==> src/design/barrett_modular_field_alu_defines.svh <==
// ---------------------------------------------------------------------------
// barrett modular field alu assertion macros
// shared concurrent assertion forms, clocked on clk and held off in rst
// ---------------------------------------------------------------------------
`ifndef BARRETT_MODULAR_FIELD_ALU_DEFINES_SVH
`define BARRETT_MODULAR_FIELD_ALU_DEFINES_SVH

// consequent must hold in the same cycle
`define BMA_ASSERT_NOW(lbl, ante, cons, msg) \
  lbl: assert property (@(posedge clk) disable iff (rst) (ante) |-> (cons)) \
    else $error(msg);

// consequent must hold in the next cycle
`define BMA_ASSERT_NEXT(lbl, ante, cons, msg) \
  lbl: assert property (@(posedge clk) disable iff (rst) (ante) |=> (cons)) \
    else $error(msg);

`endif

==> src/design/bma_pkg.sv <==
// ---------------------------------------------------------------------------
// bma_pkg
// item types, operation codes and widths of the barrett modular field alu
// ---------------------------------------------------------------------------
package bma_pkg;

  localparam int LIMB_W    = 64;
  localparam int NUM_LIMBS = 4;
  localparam int FIELD_W   = LIMB_W * NUM_LIMBS;
  localparam int RED_W     = FIELD_W + 1;
  localparam int CFG_IDX_W = 3;

  localparam logic [1:0] OP_MUL = 2'd0;
  localparam logic [1:0] OP_ADD = 2'd1;
  localparam logic [1:0] OP_SUB = 2'd2;

  typedef struct packed {
    logic [1:0]        req_type;
    logic [LIMB_W-1:0] a_w0;
    logic [LIMB_W-1:0] a_w1;
    logic [LIMB_W-1:0] a_w2;
    logic [LIMB_W-1:0] a_w3;
    logic [LIMB_W-1:0] b_w0;
    logic [LIMB_W-1:0] b_w1;
    logic [LIMB_W-1:0] b_w2;
    logic [LIMB_W-1:0] b_w3;
  } req_t;

  typedef struct packed {
    logic [LIMB_W-1:0] res_w0;
    logic [LIMB_W-1:0] res_w1;
    logic [LIMB_W-1:0] res_w2;
    logic [LIMB_W-1:0] res_w3;
    logic              range_error;
  } res_t;

  typedef struct packed {
    logic [1:0]       op;
    logic             err;
    logic [RED_W-1:0] asr;
  } side_t;

  typedef struct packed {
    side_t            s;
    logic [RED_W-1:0] tlo;
  } side2_t;

endpackage

==> src/design/bma_front.sv <==
// ---------------------------------------------------------------------------
// bma_front
// input stage: range check against the modulus and modular add/sub sums
// ---------------------------------------------------------------------------
module bma_front (
  input  logic                         clk,
  input  logic                         rst,
  input  logic                         en,
  input  logic                         in_valid,
  input  bma_pkg::req_t                in_item,
  input  logic [bma_pkg::FIELD_W-1:0]  m,
  output logic                         out_valid,
  output bma_pkg::side_t               side,
  output logic [bma_pkg::FIELD_W-1:0]  a,
  output logic [bma_pkg::FIELD_W-1:0]  b
);

  logic [bma_pkg::FIELD_W-1:0] a_in;
  logic [bma_pkg::FIELD_W-1:0] b_in;
  bma_pkg::side_t              side_next;

  always_comb begin
    a_in = {in_item.a_w3, in_item.a_w2, in_item.a_w1, in_item.a_w0};
    b_in = {in_item.b_w3, in_item.b_w2, in_item.b_w1, in_item.b_w0};
    side_next.op  = in_item.req_type;
    side_next.err = (in_item.req_type == bma_pkg::OP_MUL ||
                     in_item.req_type == bma_pkg::OP_ADD ||
                     in_item.req_type == bma_pkg::OP_SUB) &&
                    (a_in >= m || b_in >= m);
    if (in_item.req_type == bma_pkg::OP_SUB) begin
      side_next.asr = bma_pkg::RED_W'(a_in) + bma_pkg::RED_W'(m) - bma_pkg::RED_W'(b_in);
    end else begin
      side_next.asr = bma_pkg::RED_W'(a_in) + bma_pkg::RED_W'(b_in);
    end
  end

  always_ff @(posedge clk) begin
    if (rst) begin
      out_valid <= 1'b0;
    end else if (en) begin
      out_valid <= in_valid;
    end
  end

  always_ff @(posedge clk) begin
    if (en) begin
      side <= side_next;
      a    <= a_in;
      b    <= b_in;
    end
  end

endmodule

==> config.mk <==
export PLATFORM = sky130hd
export DESIGN_NAME = bma_front
export DESIGN_NICKNAME = d
export VERILOG_FILES = /design/src/design/barrett_modular_field_alu_defines.svh /design/src/design/bma_pkg.sv /design/src/design/bma_front.sv
export SDC_FILE = /design/constraint.sdc
export NUM_CORES = 2
export LEC_CHECK = 0
export BUFFER_PORTS_ARGS = -buffer_cell sky130_fd_sc_hd__buf_2
export CORE_AREA = 2 2 599 601
export CTS_BUF_LIST = sky130_fd_sc_hd__clkbuf_4
export CTS_CLUSTER_SIZE = 12
export DETAILED_ROUTE_END_ITERATION = 16
export DIE_AREA = 0 0 601 603
export SLEW_MARGIN = 20
export SYNTH_ARGS = -nofsm -noshare
export SYNTH_HDL_FRONTEND = slang
export SYNTH_SLANG_ARGS = --single-unit
==> constraint.sdc <==
create_clock -name clk -period 6.15 [get_ports clk]
set_input_delay 0.3075 -clock clk [delete_from_list [all_inputs] [get_ports clk]]
set_output_delay 0.3075 -clock clk [all_outputs]
set_load 0.05 [all_outputs]
Yosys cells after proc, flatten, opt, wreduce, memory -nomap -nowiden
Cells that the tools add are included.

Word-level logic and storage cells: 19. Flip-flop bits (word level): 773. Input port bits: 774. Output and inout bits: 773.

Add/subtract/negate cells: 3. Magnitude comparators: 2. Multiplexer cells: 1. Reduce and logical (&&, ||, !) cells: 5. Eq/ne operators: 2.

Operators with widths (number): adder 256 x 256 -> 257 bit (2); greater-or-equal comparator 256 bit (2); 2-to-1 mux 257 bit (1); subtractor 257 x 256 -> 257 bit (1); logical OR 1 bit (3); == test 2 x 1 -> 1 bit (second input constant) (1); == test 2 bit (second input constant) (1); zero test 2 bit (1); logical AND 1 bit (1).

Longest topological paths before layout
Depth in word-level cells: 4. Depth in mapped cells: 20. Mapped depth without buffers: 20.

Worst setup path before layout
No wires, ideal clock.

Path kind: input to register. Start: in in_item[493] (netlist bit). End: reg side[246] (netlist bit) (data pin). Setup slack: 1906 ps. Arrival: 3979 ps. Buffers on the path: 1. Stages on the path: 19. Library setup time: 264 ps. Data required time: 5886 ps. Path through: inv_1 fa_1 inv_1 ha_1 clkbuf_1 a21oi_1 o21ai_0 a21o_1 o21bai_1 a31oi_1 o22ai_1 or3_1 o41ai_2 o211a_1 a31o_2 nor3_1 a211oi_1 xnor2_1 o21ai_1.

RTL lines: from (decl) (RTL line bma_front.sv:10) `input bma_pkg::req_t in_item,`; to (signal assigned) (RTL line bma_front.sv:47) `side <= side_next;`; to (decl) (RTL line bma_front.sv:13) `output bma_pkg::side_t side,`.

==> summary.md <==
| Metric | Value |
|---|---|
| Clk pwr share | 19.1% |
| Part of the Yosys area used for sequential elements | 26.01% |
| Total of buffers placed on input and output ports | 1,546 |
| List of most frequent post-synthesis cells | inv_1 (1,655), ha_1 (1,280), a21oi_1 (1,161), nand2_1 (785), edfxtp_1 (772) |
| Number of buffers added by the clock tree synthesis step | approximately 240 |
| Pwr Density | 242.9 nW/µm² |
| Number of vias after detailed routing | about 100k |
| Last weighted congestion value of the routability-driven placer | between 1 and 1.5 |
| Synthesized net count | 13.02k |
| Dominant synthesized flop cell | edfxtp_1 |
| Proportion of netlist area held by the largest area contributor | between 20 and 30% |
| Netlist area before placement | about 89,000 µm² |
| Drt total wl | 575.0 mm |
| Critical path's most frequent cell | buf_4 |
| Slew at the pin closest to its max-slew limit | 1202 ps |
| CTS tree | done |
| CP arrival | around 7200 ps |
| Total number of H-tree levels | 4 |
| Count of flip-flops with a built-in enable after synthesis | between 700 and 800 |
| Setup tns final | 0 ps |
| Global-route met1 utilization | 38.16% |
| Max-slew violation total from the final report | 0 |
| Buffers inserted by post-CTS timing repair | 0 |
| Worst min-delay path class | in -> reg |
| Die Footprint | 362,400 µm² |
| Number of instances in the placed design | between 15k and 20k |
| Worst endpoint required time | 7250 ps |
| Remaining number of nets flagged by the antenna check after routing | 0 |
| Register cell area after layout | roughly 23,000 µm² |
| Multi-input gate area | about 60,000 µm² |
| Yosys cell types | about 110 |
| Ports | 1,547 |
| CTS Buffer Depth | 4 |
| Average vias per placed instance | around 5.3 |
| Instance area at placement | 107,800 µm² |
| Share of cells above drive strength 1 | 19.60% |
| Mean area per synthesized cell | 8.328 µm² |
| Outcome | completed |
| Number of synthesized register bits | slightly below 800 |
| Share of the clock period used by the worst path | 99.06% |
| Filler-free cell count of the finished design | approximately 19k |
| Via count of the first global-routing pass | 97.93k |
| Start-to-end type of the worst setup path | in -> reg |
| Pre-Repair DR Iteration Count | 9 |
| Global routing met2 resource utilization | 47.30% |
| Wire per inst | 30.27 µm |
| Synth Instances | 10.71k |
| Largest vdd supply drop | 0.1578 mV |
| R2R Setup Slk | 4970 ps |
| Leak | about 57 nW |
| Clock insertion delay at the later pin of the skew report | between 1000 and 1500 ps |
| Clock transition at the registers of the reported paths | 80 ps |
| Global-route wire length before repair | 778.0 mm |
| Initial core utilization | about a quarter |
| DP Wirelength | about 490 mm |
| Site row count | 219 |
| Minimum period implied by the final worst setup slack | 6092 ps |
| Width of the chip | 601 µm |
| Slowest library cell on the worst path | dlygate4sd3_1 |
| Register share of total power | between 20% and 30% |
| Post-Place Worst Slack | -392.8 ps |
| Max Cap Viol | 0 |
| Max frequency | 0.1641 GHz |
| Cell internal pwr | 0.01466 W |
| CTS sink cnt | 773 |
| Switching power share of the total | 50.34% |
| Fin Clk Skew | 0 ps |
| Initial antenna violation count | ~110 |
| Final cell area excluding filler cells | 121,600 µm² |
| Most used routing layer in global routing | met2 |
| Maximum number of pins on one net before global-route repair | around 160 |
| Kind of start point of the critical path | input pin |
| Biggest cell delay along the critical path | roughly 770 ps |
| Slew Limit Headroom | 19.02% |
| Area added between synthesis and finish | 36.29% |
| Final routed DRC violation total | 0 |
| Overflow left after global routing | 0 |
| Setup repair after global routing missed its margin | false |
| Number of DRC markers after the initial detailed-route iteration | approximately 10k |
| Utilization after layout | 34.20% |
| Worst setup slack after layout | 57.53 ps |
| Number of cells on the worst reg-to-reg path | 3 |
| Vertical die dimension | 603 µm |
| Portion of total power attributed to combinational logic | 57.3% |
| Final-report hold violation count | 0 |
| Dominant cells by area after synthesis | edfxtp_1 (26%), ha_1 (18%), inv_1 (7.0%), a21oi_1 (6.5%), fa_1 (5.8%) |
| Crit path max fanout | 3 |
| Most used standard cell by instance count after synthesis | inv_1 |
| Total net switching power | 0.01486 W |
| Number of warnings reported in the yosys synthesis log | 0 |
| Layout Nets | roughly 16k |
| Total core area | 355,400 µm² |
| Global-route usage over all layers | 30.35% |
| Root buffer selected by CTS | clkbuf_4 |
| Global routing met3 resource utilization | 5.786% |
| Yosys top cell by area | edfxtp_1 |
| Share of synthesized registers carrying an async set or reset | 0% |
| Worst hold stages | 2 |
| Setup violators final | 0 |
| Fillers | 37.35k |
| Kind of end point of the critical path | register |
==> placed cells by master, fill, tap and decap left out, types with 403 or more instances in the layout <==
cell,n
nor2_1,704
buf_4,735
a21oi_1,1159
inv_1,1655
edfxtp_1,772
buf_2,1545
ha_1,1280
nand2_1,785
xnor2_1,403
o21ai_0,711
dlygate4sd3_1,1056
==> state kept, by name (all words and copies together) (netlist names) <==
name / flops
a: 256
b: 256
out_valid: 1
side: 260
==> layer usage <==
layer / share of wire, % / vias to the layer above
met3: 8.0 / 1247
met2: 44 / 5084
met5: 0.075 / -
met1: 40 / 48770
li1: - / 44590
met4: 7.8 / 60
==> per-stage QoR <==
step	total power [W]	hold slack (ps)
floorplan	0.01572	379.9
global route	0.03064	81.26
global placement	0.02299	464.0
finish	0.02952	114.5
CTS	0.02921	1.094
detailed placement	0.02293	470.6
==> worst max-delay path: cells and delay by family <==
| kind | cells | cell delay [ps] |
|---|---|---|
| AOI/OAI and AO/OA | 10 | 2530 |
| muxes | 1 | 130 |
| adders and majority gates | 2 | 720 |
| xor gates and xnor gates | 1 | 280 |
| buffers and inverters | 9 | 2930 |
| and+or+nand+nor | 2 | 270 |
==> cell type report <==
type                            instances  share of cell area [%]
Antenna cell                           70                  0.1441
Clock buffer                          314                   1.939
Clock inverter                        104                  0.5589
Inverter                             1656                   5.114
Multi-Input combinational cell       7968                   48.26
Sequential cell                       773                   19.09
Tap cell                             4751                   4.890
Timing Repair Buffer                 3361                   20.00
==> power groups by stage <==
stage               combinational, W  clock, W  sequential (W)
floorplan                    0.00671         0         0.00901
global placement              0.0160         0         0.00704
detailed placement            0.0159         0         0.00704
CTS                           0.0165   0.00573         0.00694
global route                  0.0177   0.00597         0.00698
finish                        0.0169   0.00564         0.00696
==> kinds of logic (layout without fill, tap and decap cells) <==
family,Yosys count,after routing,share of synthesized area (%)
xor+xnor,496,496,4.871
fa+ha+maj,1537,1537,23.72
simple gates,2698,2698,14.60
flops,773,773,26.01
buf+inv,1969,5435,8.334
other cells,0,70,0
compound gates,3220,3220,22.26
mux,17,17,0.1922
==> path summary, 6_finish.rpt <==
| kind | startpoint | endpoint |
|---|---|---|
| setup / recovery | in_item[192] | side[244] |
| hold / removal | in_item[22] | b[214] |
| setup reg to reg | out_valid | out_valid |
| hold reg to reg | out_valid | out_valid |
==> what timing repair did <==
action                                 in CTS  in global routing
resized for setup                           0                  2
hold buffers                             1056                  0
endpoints found under the hold margin    1323                  0
setup endpoints to repair                   0                  2
(Power assumes the default switching activity.)
