===== config.mk =====
export PLATFORM = sky130hd
export DESIGN_NAME = bma_tail
export DESIGN_NICKNAME = d
export VERILOG_FILES = /design/src/design/bma_pkg.sv /design/src/design/bma_tail.sv
export VERILOG_INCLUDE_DIRS = /design/src /design/src/design
export SDC_FILE = /design/constraint.sdc
export NUM_CORES = 2
export LEC_CHECK = 0
export ABC_CLOCK_PERIOD_IN_PS = 11200
export BUFFER_PORTS_ARGS = -buffer_cell sky130_fd_sc_hd__buf_2
export CORE_AREA = 2 2 500 502
export DETAILED_ROUTE_END_ITERATION = 8
export DIE_AREA = 0 0 502 504
export PLACE_DENSITY_LB_ADDON = 0.25
export SYNTH_ARGS = -nofsm -noshare
export SYNTH_HDL_FRONTEND = slang
export SYNTH_SLANG_ARGS = --single-unit

===== constraint.sdc =====
create_clock -name clk -period 11.2 [get_ports clk]
set_input_delay 0.56 -clock clk [delete_from_list [all_inputs] [get_ports clk]]
set_output_delay 0.56 -clock clk [all_outputs]
set_load 0.05 [all_outputs]

===== src/design/barrett_modular_field_alu_defines.svh =====
// ---------------------------------------------------------------------------
// barrett modular field alu assertion macros
// shared concurrent assertion forms, clocked on clk and held off in rst
// ---------------------------------------------------------------------------
`ifndef BARRETT_MODULAR_FIELD_ALU_DEFINES_SVH
`define BARRETT_MODULAR_FIELD_ALU_DEFINES_SVH

// consequent must hold in the same cycle
`define BMA_ASSERT_NOW(lbl, ante, cons, msg) \
  lbl: assert property (@(posedge clk) disable iff (rst) (ante) |-> (cons)) \
    else $error(msg);

// consequent must hold in the next cycle
`define BMA_ASSERT_NEXT(lbl, ante, cons, msg) \
  lbl: assert property (@(posedge clk) disable iff (rst) (ante) |=> (cons)) \
    else $error(msg);

`endif


===== src/design/bma_pkg.sv =====
// ---------------------------------------------------------------------------
// bma_pkg
// item types, operation codes and widths of the barrett modular field alu
// ---------------------------------------------------------------------------
package bma_pkg;

  localparam int LIMB_W    = 64;
  localparam int NUM_LIMBS = 4;
  localparam int FIELD_W   = LIMB_W * NUM_LIMBS;
  localparam int RED_W     = FIELD_W + 1;
  localparam int CFG_IDX_W = 3;

  localparam logic [1:0] OP_MUL = 2'd0;
  localparam logic [1:0] OP_ADD = 2'd1;
  localparam logic [1:0] OP_SUB = 2'd2;

  typedef struct packed {
    logic [1:0]        req_type;
    logic [LIMB_W-1:0] a_w0;
    logic [LIMB_W-1:0] a_w1;
    logic [LIMB_W-1:0] a_w2;
    logic [LIMB_W-1:0] a_w3;
    logic [LIMB_W-1:0] b_w0;
    logic [LIMB_W-1:0] b_w1;
    logic [LIMB_W-1:0] b_w2;
    logic [LIMB_W-1:0] b_w3;
  } req_t;

  typedef struct packed {
    logic [LIMB_W-1:0] res_w0;
    logic [LIMB_W-1:0] res_w1;
    logic [LIMB_W-1:0] res_w2;
    logic [LIMB_W-1:0] res_w3;
    logic              range_error;
  } res_t;

  typedef struct packed {
    logic [1:0]       op;
    logic             err;
    logic [RED_W-1:0] asr;
  } side_t;

  typedef struct packed {
    side_t            s;
    logic [RED_W-1:0] tlo;
  } side2_t;

endpackage


===== src/design/bma_tail.sv =====
// ---------------------------------------------------------------------------
// bma_tail
// barrett remainder, final conditional subtraction and output register
// ---------------------------------------------------------------------------
`include "barrett_modular_field_alu_defines.svh"

module bma_tail (
  input  logic                         clk,
  input  logic                         rst,
  input  logic                         en,
  input  logic                         in_valid,
  input  bma_pkg::side2_t              side,
  input  logic [bma_pkg::RED_W-1:0]    qm_lo,
  input  logic [bma_pkg::FIELD_W-1:0]  m,
  output logic                         out_valid,
  output bma_pkg::res_t                out_item
);

  logic                        v1;
  logic [1:0]                  op1;
  logic                        err1;
  logic [bma_pkg::RED_W-1:0]   r1;
  logic [bma_pkg::RED_W-1:0]   r_next;
  logic [bma_pkg::RED_W-1:0]   m_ext;
  logic [bma_pkg::RED_W-1:0]   d;
  logic [bma_pkg::FIELD_W-1:0] res;
  bma_pkg::res_t               out_next;

  always_comb begin
    if (side.s.op == bma_pkg::OP_MUL) begin
      r_next = side.tlo - qm_lo;
    end else begin
      r_next = side.s.asr;
    end
  end

  always_ff @(posedge clk) begin
    if (rst) begin
      v1 <= 1'b0;
    end else if (en) begin
      v1 <= in_valid;
    end
  end

  always_ff @(posedge clk) begin
    if (en) begin
      r1   <= r_next;
      op1  <= side.s.op;
      err1 <= side.s.err;
    end
  end

  always_comb begin
    m_ext = bma_pkg::RED_W'(m);
    d     = (r1 >= m_ext) ? r1 - m_ext : r1;
    if (err1 || !(op1 == bma_pkg::OP_MUL || op1 == bma_pkg::OP_ADD ||
                  op1 == bma_pkg::OP_SUB)) begin
      res = '0;
    end else begin
      res = d[bma_pkg::FIELD_W-1:0];
    end
    out_next.res_w0      = res[0*bma_pkg::LIMB_W +: bma_pkg::LIMB_W];
    out_next.res_w1      = res[1*bma_pkg::LIMB_W +: bma_pkg::LIMB_W];
    out_next.res_w2      = res[2*bma_pkg::LIMB_W +: bma_pkg::LIMB_W];
    out_next.res_w3      = res[3*bma_pkg::LIMB_W +: bma_pkg::LIMB_W];
    out_next.range_error = err1;
  end

  always_ff @(posedge clk) begin
    if (rst) begin
      out_valid <= 1'b0;
    end else if (en) begin
      out_valid <= v1;
    end
  end

  always_ff @(posedge clk) begin
    if (en) begin
      out_item <= out_next;
    end
  end

  `BMA_ASSERT_NOW(a_err_zero, out_valid && out_item.range_error, out_item.res_w0 == '0 && out_item.res_w1 == '0 && out_item.res_w2 == '0 && out_item.res_w3 == '0, "range error item with nonzero result")
  `BMA_ASSERT_NEXT(a_tail_adv, v1 && en, out_valid, "tail item lost on advance")

endmodule


; Word-level counts from Yosys, hierarchy flattened
; Cells that the tools add are included.
[word_totals]
reg_bits = 519
latchBits = 0
ramBits = 0
romBits = 0
out_inout_bits = 258
wordCells = 23
memories = 0
[classes]
addsub = 2
multipliers = 0
div = 0
n_lt_le_gt_ge = 1
eq_ne = 2
shifts = 0
muxes = 2
bitwise_logic = 0
reduce_logical = 6
[ops]
columns = operator, count
row1 = >= comparator 257 x 256 -> 1 bit, 1
row2 = 2-to-1 mux 257 bit, 1
row3 = subtractor 257 bit, 1
row4 = 2-to-1 mux 256 bit, 1
row5 = subtractor 256 bit, 1
row6 = logical NOT 2 bit, 2
row7 = logical OR 1 bit, 3
row8 = == test 2 x 1 -> 1 bit (second input constant), 1
row9 = == test 2 bit (second input constant), 1
row10 = logical NOT 1 bit, 1

; Logic depth before layout (Yosys ltp)
[logic_depth]
ltp_word = 5
mapped_depth = 18

; Least setup slack after synthesis
; Ideal clock, no wire load.
[synth_path]
path_kind = input port to flip-flop
startpoint = input port m[97] (netlist name)
endpoint = register out_item[51] (netlist name) (data pin)
t_arrival_ns = 3.873
t_required_ns = 10.938
setup_slack_ns = 7.065
cell_stages = 17
n_path_buf = 1
cell_sequence = inv_1 -> ha_1 -> and4_1 -> buf_6 -> nand2_4 -> nor3_2 -> and4_4 -> a221o_1 -> a211o_1 -> nor4b_2 -> a22oi_2 -> a2111o_1 -> and3_4 -> a211o_2 -> a41oi_2 -> xnor2_1 -> o21ai_2
[synth_between]
elab_chain_cells = 2
word_cells_on_any_way = 3
classes_between = add/sub (1) / order compare (1) / mux (1)
[synth_lines]
columns = element, line_no
row1 = from (decl), bma_tail.sv:14  ; input logic [bma_pkg::FIELD_W-1:0] m,
row2 = subtractor 256 bit / >= comparator 257 x 256 -> 1 bit (equally long branches), bma_tail.sv:55  ; d = (r1 >= m_ext) ? r1 - m_ext : r1;
row3 = 2-to-1 mux 256 bit (*), bma_tail.sv:55
row4 = to (signal assigned), bma_tail.sv:79  ; out_item <= out_next;
row5 = to (decl), bma_tail.sv:16  ; output bma_pkg::res_t out_item
; Every way passes the cells marked *; elsewhere a longest branch is shown, timed or not.
; A chain may end at the register's enable or synchronous reset.

; Worst setup path after layout
[layout_path]
startpoint = register r1[100] (netlist name)
endpoint = register out_item[87] (netlist name) (data pin)
[layout_between]
elab_chain_cells = 2
word_cells_on_any_way = 3
classes_between = add/sub (1) / order compare (1) / mux (1)
[layout_lines]
columns = element, line_no
row1 = from (decl), bma_tail.sv:22  ; logic [bma_pkg::RED_W-1:0] r1;
row2 = from (signal assigned), bma_tail.sv:47  ; r1 <= r_next;
row3 = subtractor 256 bit / >= comparator 257 x 256 -> 1 bit (equally long branches), bma_tail.sv:55
row4 = 2-to-1 mux 256 bit (*), bma_tail.sv:55
; Marked as above.

==> out/metrics.csv <==
metric,value,unit
netlist_area,62800,um2
p_switching,5070,uW
p_comb_share,51.5,%
crit_arrival,7.71,ns
syn_avg_cell_area,7.18,um2
violations,"max-capacitance violations, max-slew violations",
ys_ff_latch,519,
cts_tree,yes,
root_buffer,clkbuf_16,
ys_seq_area_share,24.8,%
p_per_area,139,nW/um2
layout_common_cells,"nand2_1, buf_2, a21oi_1, o21ai_0, inv_1",
synth_fp_nets,10300,
tightest_slew,1.62,ns
switching_share,48.7,%
cts-buffers-inserted,69,
drive_gt1_share,16.4,%
coreArea,248000,um2
detail_route.iter0.violations,10100,
overflow,0,
wirelength,458000,um
grt_use_total,34.6,%
antenna_found_initial,167,
period_needed,7.23,ns
reg2regPathDepth,16,
r2r_end,out_item[87],
hold_violations,0,
io_pins,1292,
clk_pin_slew,0.09,ns
die_w,502,um
place_area,72400,um2
start_kind,flop,
h-tree-depth,3,
wl_per_cell,34.6,um
die_y,504,um
synth_ff_type,edfxtp_1,
p_leak,0.0325,uW
setup_tns,0,ns
grt_pass1_vias,72100,
syn_inst,8751,
nets,11300,
finalMaxSlewViolations,11,
cts_sinks,519,
cp-end-kind,flop,
postCtsSetupRepairBufs,0,
rrSetupSlack,3.97,ns
yosysWarnings,0,
dp_hpwl,401000,um
dr.pass1.iters,8,
synth_cell_types,115,
r2r_start,r1[100],
initial_utilization,25.4,%
grt_max_degree,141,
crit_required,11.68,ns
holdPathStages,3,
async_reset_ff_share,0,%
seq_power_share,25.5,%
clk_latency,0.72,ns
num_rows,183,
cts_resized,0,
drc,0,
grt_pass1_wl,608000,um
setup_viol,0,
cellInternalPower,5340,uW
fmax,138,MHz
drv_cap,4,
antenna_left,0,
min_from,in_valid,
worstHoldPathType,input pin to flop,
fin_skew,0.0577,ns
min_to,v1,
num_vias,76200,
peakVddDrop,92.8,uV
stdcell_area,75000,um2
layout_commonest_cell,nand2_1,
p_clk_share,22.9,%
place_congestion,1.14,
cts_max_path_buffers,3,
crit_type,flop to flop,
relSlewSlack,-9.39,%
rsz0062_at_grt,false,
fin_crit_sh,64.5,%
n_fill_cell,27500,
outcome,finished with violations,
synth-edff-count,517,
vias_per_cell,5.75,
dieArea,253000,um2
io_buffers,1291,
area_delta_synth_final,19.3,%
worst-path-max-fanout,66,
## per-layer routing
layer  wire [um]  track usage, %  vias up
li1            -               -    33600
met1      209000            49.7    37500
met2      182000            48.2     4430
met3       45200            8.97      610
met4       21900            14.7       44
met5         283               0        -
## state kept, by name, indices dropped and copies added, names as in the netlist
| name | flops |
|---|---|
| v1 | 1 |
| out_item | 257 |
| op1 | 2 |
| r1 | 257 |
| err1 | 1 |
| out_valid | 1 |
## synth_stat cells, types with 21 or more instances
cell type,count,share of area [%]
o221ai_1,29,0.40
a221oi_1,34,0.47
o31ai_1,41,0.49
ha_1,512,10
a31oi_1,67,0.67
nor3_1,181,1.4
xor2_1,189,2.6
nor2b_1,33,0.33
nor2_1,628,3.8
o21bai_1,219,2.6
clkbuf_1,314,1.9
edfxtp_1,517,25
nand4_1,324,3.2
nand2_1,1369,8.2
or2_2,52,0.52
nand2b_1,39,0.39
or3_1,37,0.37
xnor2_1,297,4.1
nand3_1,95,0.76
and3_1,21,0.21
inv_1,750,4.5
a21oi_1,1196,9.5
o21a_1,80,0.96
nor4_1,69,0.69
o21ai_1,31,0.25
o21ai_0,836,6.7
a211oi_1,77,0.92
o211ai_1,30,0.36
buf_2,91,0.72
a21boi_0,53,0.63
a21o_1,238,2.8
## per-stage QoR
step           std cells  worst slack [ns]  util [%]  hold WS (ns)  total power, uW
2_1_floorplan       8751              7.07         -         0.453             5650
3_3_place_gp       13000              4.01      29.2         0.474             7900
3_5_place_dp       13000              3.89      29.2         0.487             7870
4_1_cts            13200              4.05      30.2        0.0342            10300
5_1_grt            13200              3.77      30.2        0.0940            10800
6_report           13300              3.97      30.3         0.105            10400
## worst max-delay path, stage by stage (launching register included)
cell and delay (ns):
edfxtp_1 0.82, ha_1 0.46, a21oi_1 0.25, o21ai_0 0.29, a221oi_1 0.59, o22ai_1 0.20, a211o_1 0.28, o221ai_1 0.12
o211ai_2 0.34, o21ai_2 0.41, o221ai_2 0.34, a31oi_4 0.48, o21a_4 0.48, buf_4 0.81, buf_4 0.61, nand2_1 0.10
a21oi_1 0.30
## worst max-delay path by stage
stage	cells after the start	slack, ns	start	end
floorplan	17	7.07	m[97]	out_item[51]
global placement	18	4.01	m[14]	out_item[87]
detailed placement	18	3.89	m[59]	out_item[154]
CTS	16	4.05	r1[100]	out_item[87]
global route	16	3.77	r1[100]	out_item[87]
finish	16	3.97	r1[100]	out_item[87]
## power by group through the flow
stage	Combinational [uW]	Sequential, uW	Clock (uW)
detailed placement	5180	2690	0
finish	5370	2660	2390
floorplan	2720	2930	0
CTS	5210	2650	2450
global placement	5210	2690	0
global route	5650	2660	2500
## repair_timing
item | CTS | global route
hold buffers | 2 | 0
setup endpoints to repair | 0 | 0
endpoints found under the hold margin | 3 | 0
## layout make-up
cell class	count	area, um2	share of cell area [%]
Timing Repair Buffer	1386	7260	9.69
Clock buffer	80	1810	2.41
Antenna cell	91	228	0.304
Tap cell	3330	4170	5.56
Clock inverter	45	505	0.674
Sequential cell	519	15600	20.8
Inverter	750	2820	3.75
Multi-Input combinational cell	7051	42600	56.8
## cell families after synthesis
logic type / count (synthesis) / share of synthesized area [%]
DFF: 519 / 24.8
AOI/OAI and AO/OA: 3119 / 29.7
and+or+nand+nor: 2923 / 20.8
muxes: 9 / 0.149
adders and majority gates: 514 / 10.3
buffers and inverters: 1181 / 7.48
xor gates and xnor gates: 486 / 6.77
Note: power is estimated with default switching activity, not from simulation.
